==> src/rtl/clcd_pkg.sv <==
// shared types, constants and register codes for the color line classifier
`timescale 1ns / 1ps
package clcd_pkg;

   localparam int ColorWidth  = 16;
   localparam int SqWidth     = 2 * ColorWidth;
   localparam int SumWidth    = SqWidth + 2;
   localparam int DistWidth   = SumWidth / 2;
   localparam int NumDist     = 6;
   localparam int DriveWidth  = 9;
   localparam int CsrWidth    = 48;
   localparam int CsrIdxWidth = 3;
   localparam int SqrtStages  = 3;

   localparam logic [ColorWidth-1:0] WhiteQ15 = 16'd32768;

   // register indexes
   typedef enum logic [CsrIdxWidth-1:0] {
      REG_BLACK  = 3'd0,
      REG_RED    = 3'd1,
      REG_GREEN  = 3'd2,
      REG_BLUE   = 3'd3,
      REG_BOARD  = 3'd4,
      REG_SPEEDS = 3'd5,
      REG_LIMITS = 3'd6,
      REG_MASK   = 3'd7
   } csr_idx_type;

   localparam logic [15:0] SpeedsReset = 16'd28300;
   localparam logic [31:0] LimitsReset = 32'd107353866;
   localparam logic [3:0]  MaskReset   = 4'd3;

   // per-item side data that travels beside the distances
   typedef struct packed {
      logic ir_left;
      logic ir_right;
      logic obstacle;
   } side_type;

   // partial square-root state: remainder and root so far
   typedef struct packed {
      logic [SumWidth-1:0]  rem;
      logic [DistWidth-1:0] root;
   } sqrt_type;

endpackage

==> src/rtl/clcd_sqrt_stage.sv <==
// one registered slice of a restoring integer square root, NumBits result bits per stage
`timescale 1ns / 1ps
module clcd_sqrt_stage
   import clcd_pkg::*;
#(
   parameter int FirstBit = 0,
   parameter int NumBits  = 1
) (
   input  logic     clock,
   input  sqrt_type in_state,
   output sqrt_type out_state
);

   sqrt_type state_in;
   sqrt_type state_ff;

   // one result bit per step, most significant first
   always_comb begin
      logic [SumWidth-1:0] trial;
      state_in = in_state;
      for (int k = 0; k < NumBits; k++) begin
         trial = ({{(SumWidth-DistWidth){1'b0}}, state_in.root} << (FirstBit - k + 1))
               | ({{(SumWidth-1){1'b0}}, 1'b1} << (2 * (FirstBit - k)));
         if (state_in.rem >= trial) begin
            state_in.rem                  = state_in.rem - trial;
            state_in.root[FirstBit - k]   = 1'b1;
         end
      end
   end

   always_ff @(posedge clock) begin
      state_ff <= state_in;
   end

   assign out_state = state_ff;

endmodule

==> src/rtl/clcd_distance.sv <==
// squared distance then pipelined integer square root for one target color
`timescale 1ns / 1ps
module clcd_distance
   import clcd_pkg::*;
(
   input  logic                  clock,
   input  logic [ColorWidth-1:0] red,
   input  logic [ColorWidth-1:0] green,
   input  logic [ColorWidth-1:0] blue,
   input  logic [3*ColorWidth-1:0] target,
   output logic [DistWidth-1:0]  dist_out
);

   logic [ColorWidth-1:0] dr_ff, dg_ff, db_ff;
   logic [SqWidth-1:0]    sr_ff, sg_ff, sb_ff;
   logic [SumWidth-1:0]   sum_ff;
   sqrt_type              s0, s1, s2, s3;

   function automatic logic [ColorWidth-1:0] absdiff(input logic [ColorWidth-1:0] a,
                                                     input logic [ColorWidth-1:0] b);
      absdiff = (a >= b) ? a - b : b - a;
   endfunction

   // stage 1: differences, stage 2: squares, stage 3: sum
   always_ff @(posedge clock) begin
      dr_ff  <= absdiff(red,   target[47:32]);
      dg_ff  <= absdiff(green, target[31:16]);
      db_ff  <= absdiff(blue,  target[15:0]);
      sr_ff  <= dr_ff * dr_ff;
      sg_ff  <= dg_ff * dg_ff;
      sb_ff  <= db_ff * db_ff;
      sum_ff <= SumWidth'(sr_ff) + SumWidth'(sg_ff) + SumWidth'(sb_ff);
   end

   assign s0.rem  = sum_ff;
   assign s0.root = '0;

   // three root stages of six, six and five bits
   clcd_sqrt_stage #(.FirstBit(16), .NumBits(6)) u_sq0 (.clock, .in_state(s0), .out_state(s1));
   clcd_sqrt_stage #(.FirstBit(10), .NumBits(6)) u_sq1 (.clock, .in_state(s1), .out_state(s2));
   clcd_sqrt_stage #(.FirstBit(4),  .NumBits(5)) u_sq2 (.clock, .in_state(s2), .out_state(s3));

   assign dist_out = s3.root;

endmodule

==> config.mk <==
export PLATFORM = sky130hd
export DESIGN_NAME = clcd_distance
export DESIGN_NICKNAME = d
export VERILOG_FILES = /design/src/rtl/clcd_pkg.sv /design/src/rtl/clcd_sqrt_stage.sv /design/src/rtl/clcd_distance.sv
export SDC_FILE = /design/constraint.sdc
export NUM_CORES = 2
export LEC_CHECK = 0
export BUFFER_PORTS_ARGS = -buffer_cell sky130_fd_sc_hd__buf_4
export CELL_PAD_IN_SITES_DETAIL_PLACEMENT = 0
export CELL_PAD_IN_SITES_GLOBAL_PLACEMENT = 2
export CORE_MARGIN = 8
export CORE_UTILIZATION = 41
export CTS_BUF_LIST = sky130_fd_sc_hd__clkbuf_4 sky130_fd_sc_hd__clkbuf_8
export DETAILED_ROUTE_END_ITERATION = 8
export PLACE_DENSITY_LB_ADDON = 0.1
export SYNTH_ARGS = -nofsm -noshare
export SYNTH_HDL_FRONTEND = slang
export SYNTH_HIERARCHICAL = 1
export SYNTH_SLANG_ARGS = --single-unit
==> constraint.sdc <==
create_clock -name clock -period 20.3 [get_ports clock]
set_clock_uncertainty 0.05 [all_clocks]
set_input_delay 2.03 -clock clock [delete_from_list [all_inputs] [get_ports clock]]
set_output_delay 2.03 -clock clock [all_outputs]
set_load 0.01 [all_outputs]
==> results.py <==
metrics = {
    "outcome": {
        "status": "completed",
    },
    "routing": {
        "drc_errors": 0,
        "num_vias": 47700,
        "antenna_left": 0,
        "wl_mm": 162,
        "viasPerCell": 5.38,
        "dr.pass1.iters": 6,
        "drt_iter0_markers": 2597,
        "avgRoutedWirePerCell_um": 18.2,
    },
    "sta": {
        "fmaxAchievable_mhz": 54.0,
        "relSlewSlack": 0.193,
        "worstMarginPinSlew_ps": 1210,
        "timing.setup.tns_ps": 0,
        "rsz0062_at_grt": "false",
        "hold_violations": 0,
        "setup_viol": 0,
        "final.min_clock_period_ps": 18520,
        "finalMaxSlewViolations": 0,
        "min_period_over_period": 0.912,
    },
    "cts": {
        "clkTransAtPathRegs_ps": 60,
        "cts_setup_buffers": 0,
        "clkLatencyLatePin_ps": 740,
        "cts_sinks": 294,
        "h-tree-depth": 2,
        "cts_made_buffers": 60,
        "clock_tree.buffer_depth": 3,
        "post_cts_resized": 0,
        "cts-root-buf": "clkbuf_8",
        "holdBufCountCts": 0,
        "cts_tree": "done",
    },
    "critical_path": {
        "max_stage_delay_ps": 680,
        "reg2reg_from": "u_sq0/out_state[14]$_DFF_P_",
        "timing.rr.end": "u_sq1/out_state[44]$_DFF_P_",
        "cp.arrival_ps": 19080,
        "path_buf_inv": 4,
        "crit_slowest_cell": "mux2i_1",
        "critical_path.endpoint_type": "flip-flop",
        "path_max_fanout": 24,
        "crit_path_frequent_cell": "a21o_1",
        "critPathLaunch": "u_sq0/out_state[14]$_DFF_P_",
        "cp_top_family": "simple AND/OR/NAND/NOR gates",
        "start_kind": "flip-flop",
        "r2r_cells": 64,
        "path_depth": 64,
        "criticalPathCategory": "reg -> reg",
        "required_ps": 20850,
        "r2r_setup_slack_ps": 1780,
    },
    "placement": {
        "port_buffers": 113,
        "place_congestion": 0.879,
        "dpl.hpwl_mm": 136,
        "placedCellCount": 8754,
    },
    "final_layout": {
        "nNetsFinal": 8370,
        "drive_above_1_share": 0.0658,
        "area_growth_pct": 7.37,
        "final_cells": 8869,
        "n_fill_cell": 14200,
    },
    "floorplan": {
        "core-area_um2": 137000,
        "fp.dieW_um": 386,
        "die_y_um": 386,
        "ios": 114,
        "num_rows": 136,
        "initial_core_util": 0.411,
        "die_area_um2": 149000,
    },
    "job": {
        "max_cap_viol_count": 0,
    },
    "grt": {
        "grt_pass1_vias": 47700,
        "grt-busiest-layer": "met2",
        "grtUsageMet3": 0.0182,
        "use_met2": 0.363,
        "grt_usage": 0.214,
        "grt_max_degree": 40,
        "grtUsageMet1": 0.293,
        "grt.overflow.total": 0,
        "antenna_found_initial": 10,
        "grt_pass1_wl_mm": 258,
    },
    "worst_hold_path": {
        "holdPathStages": 0,
        "hold_start": "sum_ff[3]$_DFF_P_",
        "min_to": "u_sq0/out_state[20]$_DFF_P_",
        "hp-class": "reg -> reg",
    },
    "yosys": {
        "avgSynthCellArea_um2": 8.07,
        "syn_inst": 6964,
        "synth_warnings": 6,
        "synth_area_um2": 56200,
    },
}
==> per-stage QoR <==
| stage | util | setup WS [ps] | hold WS, ps | cell area [um^2] |
|---|---|---|---|---|
| 6_report | 0.441 | 1780 | 301 | 60300 |
| 3_3_place_gp | 0.430 | 2020 | 283 | 58800 |
| 5_1_grt | 0.441 | 269 | 306 | 60300 |
| 3_5_place_dp | 0.430 | 1870 | 285 | 58800 |
| 4_1_cts | 0.441 | 1720 | 300 | 60300 |
| 2_1_floorplan | - | 4520 | 273 | 56300 |
==> registers in the layout, indices dropped and copies added, names as in the netlist <==
register and count:
u_sq1/out_state 51, u_sq0/out_state 51, u_sq2/out_state 17, sb_ff 31, sg_ff 31, dr_ff 16, sr_ff 31, sum_ff 34
db_ff 16, dg_ff 16
==> worst max-delay path by stage <==
stage | end | slack [ps]
2_1_floorplan | u_sq0/out_state[36]$_DFF_P_ | 4520
3_3_place_gp | u_sq0/out_state[36]$_DFF_P_ | 2020
3_5_place_dp | u_sq0/out_state[42]$_DFF_P_ | 1870
4_1_cts | u_sq0/out_state[36]$_DFF_P_ | 1720
5_1_grt | u_sq0/out_state[37]$_DFF_P_ | 270
6_report | u_sq1/out_state[44]$_DFF_P_ | 1780
==> per-layer routing <==
| layer | vias up | share of wire | wire (um) |
|---|---|---|---|
| met1 | 22900 | 0.47 | 76400 |
| li1 | 23700 | - | - |
| met2 | 850 | 0.47 | 75700 |
| met5 | - | 0 | 0 |
| met3 | 179 | 0.033 | 5350 |
| met4 | 0 | 0.025 | 4000 |
==> cells in the final DEF (no fill, tap or decap), types with 181 or more instances in the layout <==
| master | count |
|---|---|
| ha_1 | 705 |
| a21oi_1 | 507 |
| nand2_1 | 616 |
| nor2_1 | 446 |
| fa_1 | 546 |
| o21ai_0 | 250 |
| dfxtp_1 | 294 |
| and2_1 | 181 |
| a21o_1 | 199 |
| inv_1 | 1088 |
| xnor2_1 | 272 |
==> area by class of cell <==
cell class | count | area, um^2 | area share
clock inverter | 22 | 317 | 0.00525
sequential | 294 | 5890 | 0.0976
multi-input combinational | 5434 | 45500 | 0.755
inverter | 1089 | 4090 | 0.0678
antenna | 3 | 7.51 | 0.000124
clock buffer | 90 | 1160 | 0.0193
tap | 1794 | 2240 | 0.0372
timing repair buffer | 143 | 1070 | 0.0178
Power is not shown: default switching activity piles up to over one toggle a cycle in this logic, so the estimate is an artifact.
